===== src/rtl/msp_pkg.sv =====
`default_nettype none

package msp_pkg;

    // fixed field widths of the request and result channels
    localparam int SEL_W    = 2;
    localparam int VAL_W    = 32;
    localparam int STATUS_W = 2;
    localparam int EXT_W    = 64;

    // default sizes
    localparam int DEF_NUM_STACKS = 4;
    localparam int DEF_POOL_DEPTH = 16;
    localparam int DEF_DATA_WIDTH = 32;

    // request modes
    localparam logic MODE_PUSH = 1'b0;
    localparam logic MODE_POP  = 1'b1;

    // result status codes
    localparam logic [STATUS_W-1:0] ST_OK        = 2'd0;
    localparam logic [STATUS_W-1:0] ST_OVERFLOW  = 2'd1;
    localparam logic [STATUS_W-1:0] ST_UNDERFLOW = 2'd2;

    typedef struct packed {
        logic rd_en;
        logic data_we;
        logic link_we;
    } t_mem_ctl;

    typedef struct packed {
        logic [VAL_W-1:0]    pop_value;
        logic [STATUS_W-1:0] status;
        logic                stack_empty;
    } t_result;

endpackage

`default_nettype wire


===== src/rtl/msp_pool_mem.sv =====
`default_nettype none

module msp_pool_mem
    import msp_pkg::*;
#(
    parameter int POOL_DEPTH = DEF_POOL_DEPTH,
    parameter int DATA_WIDTH = DEF_DATA_WIDTH,
    parameter int AW         = $clog2(POOL_DEPTH)
) (
    input  wire logic                  i_clk,
    input  wire t_mem_ctl              i_ctl,
    input  wire logic [AW-1:0]         i_rd_addr,
    input  wire logic [AW-1:0]         i_wr_addr,
    input  wire logic [DATA_WIDTH-1:0] i_wr_data,
    input  wire logic [AW:0]           i_wr_link,
    output      logic [DATA_WIDTH-1:0] o_rd_data,
    output      logic [AW:0]           o_rd_link
);

    // slot values and next-slot pointers ({valid, index})
    logic [DATA_WIDTH-1:0] data_mem [POOL_DEPTH];
    logic [AW:0]           link_mem [POOL_DEPTH];

    logic [DATA_WIDTH-1:0] r_rd_data;
    logic [AW:0]           r_rd_link;

    always_ff @(posedge i_clk) begin
        if (i_ctl.rd_en) begin
            r_rd_data <= data_mem[i_rd_addr];
            r_rd_link <= link_mem[i_rd_addr];
        end
    end

    always_ff @(posedge i_clk) begin
        if (i_ctl.data_we) begin
            data_mem[i_wr_addr] <= i_wr_data;
        end
    end

    always_ff @(posedge i_clk) begin
        if (i_ctl.link_we) begin
            link_mem[i_wr_addr] <= i_wr_link;
        end
    end

    assign o_rd_data = r_rd_data;
    assign o_rd_link = r_rd_link;

endmodule

`default_nettype wire


===== src/rtl/msp_ctrl.sv =====
`default_nettype none

module msp_ctrl
    import msp_pkg::*;
#(
    parameter int NUM_STACKS = DEF_NUM_STACKS,
    parameter int POOL_DEPTH = DEF_POOL_DEPTH,
    parameter int DATA_WIDTH = DEF_DATA_WIDTH,
    parameter int AW         = $clog2(POOL_DEPTH)
) (
    input  wire logic                  i_clk,
    input  wire logic                  i_rst_n,
    // request side
    input  wire logic                  i_valid,
    output      logic                  o_ready,
    input  wire logic                  i_mode,
    input  wire logic [SEL_W-1:0]      i_stack_sel,
    input  wire logic signed [VAL_W-1:0] i_push_value,
    // result side
    input  wire logic                  i_out_free,
    output      logic                  o_res_load,
    output      t_result               o_res,
    // pool memory
    output      t_mem_ctl              o_mem_ctl,
    output      logic [AW-1:0]         o_rd_addr,
    output      logic [AW-1:0]         o_wr_addr,
    output      logic [DATA_WIDTH-1:0] o_wr_data,
    output      logic [AW:0]           o_wr_link,
    input  wire logic [DATA_WIDTH-1:0] i_rd_data,
    input  wire logic [AW:0]           i_rd_link
);

    localparam int SW = (NUM_STACKS > 1) ? $clog2(NUM_STACKS) : 1;
    localparam int CW = SW + SEL_W + 1;

    localparam logic [1:0] S_CLEAR = 2'd0;
    localparam logic [1:0] S_IDLE  = 2'd1;
    localparam logic [1:0] S_EXEC  = 2'd2;

    logic [1:0]            r_state, n_state;
    logic [AW-1:0]         r_clr_idx;
    logic [AW-1:0]         r_head_idx [NUM_STACKS];
    logic [NUM_STACKS-1:0] r_head_vld;
    logic [AW-1:0]         r_free_idx;
    logic                  r_free_vld;

    // request captured at acceptance
    logic                  r_mode;
    logic [SW-1:0]         r_sel_idx;
    logic                  r_present;
    logic                  r_ok;
    logic [AW-1:0]         r_slot;
    logic                  r_head_cur_vld;
    logic [AW-1:0]         r_head_cur_idx;
    logic [DATA_WIDTH-1:0] r_val;

    logic                  w_accept;
    logic                  w_go;
    logic [CW-1:0]         w_sel_wide;
    logic [SW-1:0]         w_sel_idx;
    logic                  w_present;
    logic                  w_head_vld;
    logic [AW-1:0]         w_head_idx;
    logic                  w_ok;
    logic signed [EXT_W-1:0] w_push_ext;
    logic signed [DATA_WIDTH-1:0] w_rd_s;
    logic signed [EXT_W-1:0] w_rd_ext;
    logic                  w_clr_last;

    assign w_sel_wide = CW'(i_stack_sel);
    assign w_sel_idx  = w_sel_wide[SW-1:0];
    assign w_present  = (w_sel_wide < CW'(NUM_STACKS));
    assign w_head_vld = w_present ? r_head_vld[w_sel_idx] : 1'b0;
    assign w_head_idx = w_present ? r_head_idx[w_sel_idx] : '0;
    assign w_ok       = w_present && ((i_mode == MODE_POP) ? w_head_vld : r_free_vld);
    assign w_push_ext = EXT_W'(i_push_value);
    assign w_rd_s     = i_rd_data;
    assign w_rd_ext   = EXT_W'(w_rd_s);
    assign w_clr_last = (r_clr_idx == AW'(POOL_DEPTH - 1));

    assign o_ready    = (r_state == S_IDLE);
    assign w_accept   = i_valid && o_ready;
    assign w_go       = (r_state == S_EXEC) && i_out_free;
    assign o_res_load = w_go;

    // memory port
    always_comb begin
        o_mem_ctl         = '0;
        o_mem_ctl.rd_en   = w_accept;
        o_rd_addr         = (i_mode == MODE_POP) ? w_head_idx : r_free_idx;
        o_wr_addr         = r_slot;
        o_wr_data         = r_val;
        o_wr_link         = {r_free_vld, r_free_idx};
        if (r_state == S_CLEAR) begin
            // initial free list: each slot links the next, last is null
            o_mem_ctl.link_we = 1'b1;
            o_wr_addr         = r_clr_idx;
            o_wr_link         = {!w_clr_last, r_clr_idx + AW'(1)};
        end else if (w_go && r_ok) begin
            o_mem_ctl.link_we = 1'b1;
            if (r_mode == MODE_PUSH) begin
                o_mem_ctl.data_we = 1'b1;
                o_wr_link         = {r_head_cur_vld, r_head_cur_idx};
            end
        end
    end

    // result
    always_comb begin
        o_res             = '0;
        o_res.stack_empty = 1'b1;
        if (r_mode == MODE_PUSH) begin
            o_res.status = r_ok ? ST_OK : ST_OVERFLOW;
            if (r_present) begin
                o_res.stack_empty = r_ok ? 1'b0 : !r_head_cur_vld;
            end
        end else begin
            if (r_ok) begin
                o_res.status      = ST_OK;
                o_res.pop_value   = w_rd_ext[VAL_W-1:0];
                o_res.stack_empty = !i_rd_link[AW];
            end else begin
                o_res.status    = ST_UNDERFLOW;
                o_res.pop_value = '1;
            end
        end
    end

    always_comb begin
        n_state = r_state;
        case (r_state)
            S_CLEAR: begin
                if (w_clr_last) begin
                    n_state = S_IDLE;
                end
            end
            S_IDLE: begin
                if (w_accept) begin
                    n_state = S_EXEC;
                end
            end
            S_EXEC: begin
                if (w_go) begin
                    n_state = S_IDLE;
                end
            end
            default: n_state = S_CLEAR;
        endcase
    end

    always_ff @(posedge i_clk) begin
        if (!i_rst_n) begin
            r_state    <= S_CLEAR;
            r_clr_idx  <= '0;
            r_head_vld <= '0;
            r_free_idx <= '0;
            r_free_vld <= 1'b1;
        end else begin
            r_state <= n_state;
            if (r_state == S_CLEAR) begin
                r_clr_idx <= r_clr_idx + AW'(1);
            end
            if (w_go && r_ok) begin
                if (r_mode == MODE_PUSH) begin
                    r_free_vld <= i_rd_link[AW];
                    r_free_idx <= i_rd_link[AW-1:0];
                    r_head_vld[r_sel_idx] <= 1'b1;
                end else begin
                    r_free_vld <= 1'b1;
                    r_free_idx <= r_slot;
                    r_head_vld[r_sel_idx] <= i_rd_link[AW];
                end
            end
        end
    end

    // payload registers
    always_ff @(posedge i_clk) begin
        if (w_accept) begin
            r_mode         <= i_mode;
            r_sel_idx      <= w_sel_idx;
            r_present      <= w_present;
            r_ok           <= w_ok;
            r_slot         <= o_rd_addr;
            r_head_cur_vld <= w_head_vld;
            r_head_cur_idx <= w_head_idx;
            r_val          <= w_push_ext[DATA_WIDTH-1:0];
        end
        if (w_go && r_ok) begin
            r_head_idx[r_sel_idx] <= (r_mode == MODE_PUSH) ? r_slot : i_rd_link[AW-1:0];
        end
    end

endmodule

`default_nettype wire


===== src/rtl/multi_stack_shared_pool.sv =====
`default_nettype none

// channel   | direction | handshake          | payload
// ----------+-----------+--------------------+------------------------------------------
// request   | in        | i_valid / o_ready  | i_mode, i_stack_sel, i_push_value
// result    | out       | o_valid / i_ready  | o_pop_value, o_status, o_stack_empty
//
// for each request the acceptance edge issues one synchronous read of the
// data and link store (at the stack top for a pop, at the free-list head for a push),
// and the write-back edge, once the output register is free, writes the store back,
// updates the head pointers and loads the result; one request is in flight at a time,
// and o_ready is high whenever none is in flight, except during the reset sweep:
// after reset the link store is swept to its initial free list, with o_ready low
// a result waiting in the output register holds the block in its write-back cycle only
// when the following request's result is due, so one request is taken behind it

module multi_stack_shared_pool
    import msp_pkg::*;
#(
    parameter int NUM_STACKS = DEF_NUM_STACKS,
    parameter int POOL_DEPTH = DEF_POOL_DEPTH,
    parameter int DATA_WIDTH = DEF_DATA_WIDTH
) (
    input  wire logic                    i_clk,
    input  wire logic                    i_rst_n,
    // request channel
    input  wire logic                    i_valid,
    output      logic                    o_ready,
    input  wire logic                    i_mode,
    input  wire logic [SEL_W-1:0]        i_stack_sel,
    input  wire logic signed [VAL_W-1:0] i_push_value,
    // result channel
    output      logic                    o_valid,
    input  wire logic                    i_ready,
    output      logic signed [VAL_W-1:0] o_pop_value,
    output      logic [STATUS_W-1:0]     o_status,
    output      logic                    o_stack_empty
);

    localparam int AW = $clog2(POOL_DEPTH);

    t_mem_ctl              w_mem_ctl;
    logic [AW-1:0]         w_rd_addr;
    logic [AW-1:0]         w_wr_addr;
    logic [DATA_WIDTH-1:0] w_wr_data;
    logic [AW:0]           w_wr_link;
    logic [DATA_WIDTH-1:0] w_rd_data;
    logic [AW:0]           w_rd_link;

    logic                  w_out_free;
    logic                  w_res_load;
    t_result               w_res;

    // output register
    logic                  r_out_valid;
    t_result               r_res;

    // the result register frees up when empty or when its result is taken this cycle
    assign w_out_free = !r_out_valid || i_ready;

    msp_ctrl #(
        .NUM_STACKS (NUM_STACKS),
        .POOL_DEPTH (POOL_DEPTH),
        .DATA_WIDTH (DATA_WIDTH),
        .AW         (AW)
    ) u_ctrl (
        .i_clk        (i_clk),
        .i_rst_n      (i_rst_n),
        .i_valid      (i_valid),
        .o_ready      (o_ready),
        .i_mode       (i_mode),
        .i_stack_sel  (i_stack_sel),
        .i_push_value (i_push_value),
        .i_out_free   (w_out_free),
        .o_res_load   (w_res_load),
        .o_res        (w_res),
        .o_mem_ctl    (w_mem_ctl),
        .o_rd_addr    (w_rd_addr),
        .o_wr_addr    (w_wr_addr),
        .o_wr_data    (w_wr_data),
        .o_wr_link    (w_wr_link),
        .i_rd_data    (w_rd_data),
        .i_rd_link    (w_rd_link)
    );

    // slot pool: values plus next-slot links, shared by every stack and the free list
    msp_pool_mem #(
        .POOL_DEPTH (POOL_DEPTH),
        .DATA_WIDTH (DATA_WIDTH),
        .AW         (AW)
    ) u_pool (
        .i_clk     (i_clk),
        .i_ctl     (w_mem_ctl),
        .i_rd_addr (w_rd_addr),
        .i_wr_addr (w_wr_addr),
        .i_wr_data (w_wr_data),
        .i_wr_link (w_wr_link),
        .o_rd_data (w_rd_data),
        .o_rd_link (w_rd_link)
    );

    always_ff @(posedge i_clk) begin
        if (!i_rst_n) begin
            r_out_valid <= 1'b0;
        end else if (w_res_load) begin
            r_out_valid <= 1'b1;
        end else if (i_ready) begin
            r_out_valid <= 1'b0;
        end
    end

    // result payload, no reset needed
    always_ff @(posedge i_clk) begin
        if (w_res_load) begin
            r_res <= w_res;
        end
    end

    assign o_valid       = r_out_valid;
    assign o_pop_value   = r_res.pop_value;
    assign o_status      = r_res.status;
    assign o_stack_empty = r_res.stack_empty;

    // only one request in flight: no acceptance right after an acceptance
    a_one_in_flight: assert property (@(posedge i_clk) disable iff (!i_rst_n)
        (i_valid && o_ready) |=> !o_ready)
        else $error("request accepted while another is in flight");

    // a new result never overwrites one still waiting
    a_no_overwrite: assert property (@(posedge i_clk) disable iff (!i_rst_n)
        w_res_load |-> (!r_out_valid || i_ready))
        else $error("result register overwritten");

    // underflow answers with an empty stack and all-ones value
    a_underflow_form: assert property (@(posedge i_clk) disable iff (!i_rst_n)
        (o_valid && o_status == ST_UNDERFLOW) |-> (o_stack_empty && o_pop_value == -1))
        else $error("malformed underflow result");

    // pool writes never coincide with a read issue
    a_rw_apart: assert property (@(posedge i_clk) disable iff (!i_rst_n)
        w_mem_ctl.rd_en |-> !(w_mem_ctl.data_we || w_mem_ctl.link_we))
        else $error("pool read and write in the same cycle");

endmodule

`default_nettype wire


===== config.mk =====
export PLATFORM = sky130hd
export DESIGN_NAME = multi_stack_shared_pool
export DESIGN_NICKNAME = d
export VERILOG_FILES = /design/src/rtl/msp_pkg.sv /design/src/rtl/msp_pool_mem.sv /design/src/rtl/msp_ctrl.sv /design/src/rtl/multi_stack_shared_pool.sv
export SDC_FILE = /design/constraint.sdc
export NUM_CORES = 1
export LEC_CHECK = 0
export BUFFER_PORTS_ARGS = -buffer_cell sky130_fd_sc_hd__buf_2
export CAP_MARGIN = 20
export CORE_MARGIN = 5
export CORE_UTILIZATION = 45
export CTS_CLUSTER_DIAMETER = 200
export DETAILED_ROUTE_END_ITERATION = 10
export HOLD_SLACK_MARGIN = 0.02
export SLEW_MARGIN = 20
export SYNTH_ARGS = -nofsm -noshare
export SYNTH_HDL_FRONTEND = slang
export SYNTH_SLANG_ARGS = --single-unit

===== constraint.sdc =====
create_clock -name i_clk -period 6.2 [get_ports i_clk]
set_input_delay 0.31 -clock i_clk [delete_from_list [all_inputs] [get_ports i_clk]]
set_output_delay 0.31 -clock i_clk [all_outputs]
set_load 0.01 [all_outputs]

* Word-level counts from Yosys, hierarchy flattened
Memory sizes are Yosys's and may differ from the RTL's. A register that Yosys moved wholly into a read port is not among the register bits.
Cells that the tools add are included.
** Word-level totals
- Bits of input ports :: 39
- Register bits :: 97
- Memories :: 3
- RAM bits :: 608
** Memories
- u_pool.data_mem :: words 16, width 32, read ports 1, clocked after memory_dff 1, wr ports 1, line msp_pool_mem.sv:21 : logic [DATA_WIDTH-1:0] data_mem [POOL_DEPTH];
- u_pool.link_mem :: words 16, width 5, read ports 1, clocked after memory_dff 1, wr ports 1, line msp_pool_mem.sv:22 : logic [AW:0] link_mem [POOL_DEPTH];
- u_ctrl.r_head_idx :: words 4, width 4, read ports 1, clocked after memory_dff 0, wr ports 1, line msp_ctrl.sv:42 : logic [AW-1:0] r_head_idx [NUM_STACKS];
** Cells by class
- Reductions and logical operators :: 13
- $add $sub $neg :: 1
- Bitwise operators :: 1
- Order comparisons :: 4
- Multiplexer cells :: 39
- Eq/ne operators :: 6
** Operator list (count)
- $mux W34 :: 1
- $mux W4 :: 6
- $mux W1 :: 20
- $mux W5 :: 3
- $lt A2 B3 Y1 const B :: 3
- $mux W2 :: 4
- $pmux W2 S3 :: 1
- $logic_and A1 B1 Y1 :: 5
- $add A4 B1 Y4 const B :: 1
- $bwmux W4 :: 1
- $eq A4 B4 Y1 const B :: 1
- $logic_not A1 Y1 :: 4
- $ne A2 B1 Y1 const B :: 2
- $or A4 B4 Y4 :: 1
- $mux W3 :: 1
- $reduce_and A3 Y1 :: 1
- $bmux W1 S2 :: 1
- $demux W1 S2 :: 1
- $eq A2 B1 Y1 const B :: 1
- $eq A2 B2 Y1 const B :: 1
- $ge A2 B1 Y1 const B :: 1
- $logic_not A2 Y1 :: 1
- $ne A2 B2 Y1 const B :: 1
- $reduce_bool A2 Y1 :: 1
- $logic_or A1 B1 Y1 :: 1

* Depth between registers and ports, before layout
- Word-level depth :: 8
- Depth in mapped cells :: 10

* Hierarchy
From an unflattened synthesis, not the netlist that was laid out.
** Unflattened totals
- Cell total of the unflattened synthesis :: 1285
- Area, all modules :: 27860.5 um2
** By module, submodules not included
- msp_pool_mem :: cells each 987, times used 1, area an instance 23413.7 um2
- msp_ctrl :: cells each 259, times used 1, area an instance 3347.0 um2
- multi_stack_shared_pool :: cells each 39, times used 1, area an instance 1099.8 um2

* Least setup slack after synthesis
OpenSTA, ideal clock, no wires.
- Kind :: register to register
- Start point :: reg u_ctrl.r_state[0]
- End point :: mem u_pool.data_mem[13][0] in the netlist's numbering (enable)
- Buffers on the path :: 0
- Required time :: 5.779 ns
- Stages on the path, launching flop included :: 7
- Path slack :: 1.003 ns
- Period minus slack after synthesis :: 5.197 ns
- Data arrival time :: 4.776 ns
- Setup time :: 0.421 ns
- Path through :: dfxtp_1 > nand2b_1 > nor2b_1 > nand2_1 > nor2_1 > o21ai_0 > nor2_1
** Between the ends
- Longest elaborated chain between the ends :: 7
** Ends and longest elaborated chain
- from (decl) :: line msp_ctrl.sv:40 : logic [1:0] r_state, n_state;
- from (signal assigned) :: line msp_ctrl.sv:159 : r_state <= n_state;
- $eq A2 B2 Y1 :: line msp_ctrl.sv:83 : assign w_go = (r_state == S_EXEC) && i_out_free;
- $logic_and A1 B1 Y1 :: line msp_ctrl.sv:83
- named net u_ctrl.o_res_load :: line msp_ctrl.sv:21 : output logic o_res_load,
- $logic_and A1 B1 Y1 :: line msp_ctrl.sv:99 : end else if (w_go && r_ok) begin
- $mux W2 :: line msp_ctrl.sv:99
- $mux W1 :: line msp_ctrl.sv:94 : if (r_state == S_CLEAR) begin
- $mux W1 :: line msp_pool_mem.sv:35 : if (i_ctl.data_we) begin
- $mux W1 (not written as such) :: line msp_pool_mem.sv:36 : data_mem[i_wr_addr] <= i_wr_data;
- to (decl) :: line msp_pool_mem.sv:21
The timed path passes the listed nets, and every way through them passes these cells.

* Worst setup path in the final report
- Start point :: reg u_ctrl.r_state[1]
- End point :: mem u_pool.data_mem[0][30] in the netlist's numbering (enable)
Same word-level chain as after synthesis.

==> qor.txt <==
OUTCOME
----------------------------------------------------------------------------------------
Status                                                                      complete, no violations

FLOORPLANNING
----------------------------------------------------------------------------------------
Height of the die                                                                 262 µm
Number of placement rows                                                              92
I/O pin count                                                                         76
Area of the placeable core                                                     62900 µm²
Full die area                                                                  68400 µm²
Effective utilization at floorplan                                                 0.453
Chip Width                                                                        262 µm

STA
----------------------------------------------------------------------------------------
Number of setup violations in the final report                                         0
Sum of negative setup slack                                                         0 ps
Final count of hold timing violations                                                  0
Worst slew pin tran                                                              1080 ps
Tmin final                                                                       3880 ps
Crit share post-route                                                              0.625
RSZ-0062 raised after global routing                                               false
Final max-slew violation count                                                         0
Worst Skew                                                                       19.5 ps
Worst relative slew slack                                                          0.278
Fmax                                                                           0.258 GHz

WORST SETUP PATH
----------------------------------------------------------------------------------------
Required @ worst endpoint                                                        6490 ps
Slowest cell on the critical path                                                 nor2_4
Crit Path Max Fanout                                                                  37
Crit path cell chain                                                        nand2b_1, nor2b_4, buf_4, nand2_1, nor2_1, buf_4, o21ai_1, nor2_4, buf_4
Critical path capture point type                                                    flop
Family with the most delay on the worst path                                simple AND/OR/NAND/NOR gates
Worst path bufs/invs                                                                   3
Critical Path Start Type                                                            flop
Critical path type                                                          flop to flop
Crit path DAT                                                                    4160 ps
Depth of the worst register-to-register path                                           9
Highest cell delay on the worst timing path                                       840 ps
Cell repeated most along the worst path                                            buf_4
Number of cells on the critical path                                                   9

DRT
----------------------------------------------------------------------------------------
Number of search-and-repair iterations in the first detailed-routing pass              6
Number of vias in the routed layout                                                16500
Drc violations                                                                         0
Routed length per instance                                                       22.7 µm
Wire length on met2                                                             32000 µm
Top Layer Used                                                                      met4
Drt first-iter violations                                                           1696
Total wirelength of the detailed-routed design                                  66400 µm
Via count normalized by instance count                                              5.64
Met3 wire len                                                                    4160 µm
Number of nets with antenna violations after routing                                   0
Metal-1 WL                                                                      29000 µm

CLOCKING
----------------------------------------------------------------------------------------
Number of buffers inserted by post-CTS setup repair                                    0
Clock buffer depth                                                                     3
TritonCTS clock tree                                                                 yes
Root Driver                                                                    clkbuf_16
CTS Sinks                                                                            741
Clock-pin slew of the registers on the worst-case setup and hold paths             60 ps
Inserted Clock Buffers                                                                77
Cells resized by post-CTS repair                                                       0
H-tree depth                                                                           3
Clock latency on the worst-skew pair                                              620 ps
Hold bufs inserted after CTS                                                          34

HOLD PATH
----------------------------------------------------------------------------------------
Hold Crit Class                                                             input pin to flop
Number of cells on the worst hold path                                                 1

GRT
----------------------------------------------------------------------------------------
Antenna violations before repair                                                       1
Residual overflow from global routing                                                  0
Gr usage total                                                                     0.193
Via count of the first global-routing pass                                         16100
Wire length of the first global-routing pass                                   100000 µm
Maximum number of pins on one net before global-route repair                         153

YOSYS
----------------------------------------------------------------------------------------
Number of storage elements in the synthesis netlist                                  741
Cell area after synthesis                                                      28500 µm²
Syn avg cell area                                                               14.8 µm²
Mapped Cells                                                                        1919
Primary FF master, synth                                                        edfxtp_1
Synth warnings                                                                         0
Proportion of synthesized chip area in sequential cells                            0.775
Unique masters post-synth                                                             39
Fraction of synthesis flops using an asynchronous set or reset pin                     0
Number of enable-type register cells in the synthesized netlist                      725
Post-synth net total                                                                1959

PWR
----------------------------------------------------------------------------------------
Leakage Power                                                                    10.8 nW
Cell Pwr Density                                                              315 nW/µm²
Peak supply drop                                                                0.217 mV

FINAL LAYOUT
----------------------------------------------------------------------------------------
Commonest non-fill, non-tap cells in the layout                             725 x edfxtp_1, 429 x nand2_1, 187 x a21oi_1, 111 x a32oi_1, 79 x clkbuf_16
Fraction of final layout cells with drive strength greater than 1                  0.125
ANT cells                                                                              0
Final-stage net count                                                               2067
Finished Core Util                                                                 0.523
Area delta synth->final                                                            15.5%
Post-route design area                                                         32900 µm²
Leading cell type in the layout, fill and taps excluded                         edfxtp_1

JOB
----------------------------------------------------------------------------------------
# Max-Cap Violations                                                                   0

PLACEMENT
----------------------------------------------------------------------------------------
Placed Instance Area                                                           30100 µm²
HPWL after detailed placement                                                   35700 µm
Weighted congestion reported at the end of routability-driven placement            0.763
Buffers added on ports                                                                75

[kinds of logic after synthesis]
logic type,share of synthesized area
flops,0.775
buf+inv,0.0239
mux,0.0235
compound gates,0.104
simple gates,0.0711
fa+ha+maj,0.000439
xor+xnor,0.00154
[cells in the mapped netlist (all sizes together), types with 35 or more instances]
cell | number | area [µm²]
edfxtp | 725 | 21800
nand2 | 429 | 1610
a21oi | 189 | 957
a32oi | 111 | 972
buf | 62 | 309
clkbuf | 62 | 233
mux2i | 50 | 500
nor2 | 47 | 176
a221oi | 37 | 324
a22oi | 37 | 278
inv | 37 | 139
a21boi | 35 | 263
[layout make-up]
| type | count | area (µm²) |
|---|---|---|
| clock inverter | 39 | 413 |
| multi-input combinational | 1017 | 5910 |
| clock buffer | 98 | 2050 |
| fill | 5163 | 30000 |
| inverter | 37 | 146 |
| tap | 846 | 1060 |
| timing repair buffer | 153 | 1230 |
| sequential | 741 | 22100 |
[power by group]
part | switching (mW) | internal (mW)
logic | 0.254 | 0.129
registers | 0.00513 | 5.45
clock network | 1.85 | 2.67
total | 2.11 | 8.25
[path summary, 6_finish.rpt]
kind / start / slack (ps) / end
worst min register to register: u_ctrl.r_head_vld[1] / 500 / u_ctrl.r_head_vld[1]
worst max-delay path: u_ctrl.r_state[1] / 2320 / u_pool.data_mem[0][30]
worst min-delay path: i_stack_sel[0] / 60 / u_ctrl.r_sel_idx[0]
worst max register to register: u_ctrl.r_state[1] / 2320 / u_pool.data_mem[0][30]
[through the flow]
stage / power [mW] / hold WS [ps] / setup slack (ps) / std cells
6_report: 10.4 / 59.9 / 2320 / 2931
5_1_grt: 10.7 / 60.2 / 2090 / 2931
4_1_cts: 10.5 / 22.3 / 2190 / 2931
3_5_place_dp: 5.93 / 486 / 1970 / 2760
3_3_place_gp: 5.93 / 482 / 2100 / 2753
2_1_floorplan: 5.81 / 409 / 1000 / 1919
[registers in the layout, summed over array words and instances (netlist names), 5 cells and up]
register and flops:
u_pool.data_mem 512, u_pool.link_mem 80, o_pop_value 32, u_ctrl.o_wr_data 32
u_pool.o_rd_data 32, u_ctrl.r_head_idx 16, u_pool.o_rd_link 5
[layer usage]
layer	GRT usage	vias up
li1	-	7529
met1	0.275	8361
met2	0.312	553
met3	0.0309	85
met4	0.0514	0
met5	0	-
(Power assumes the default switching activity.)
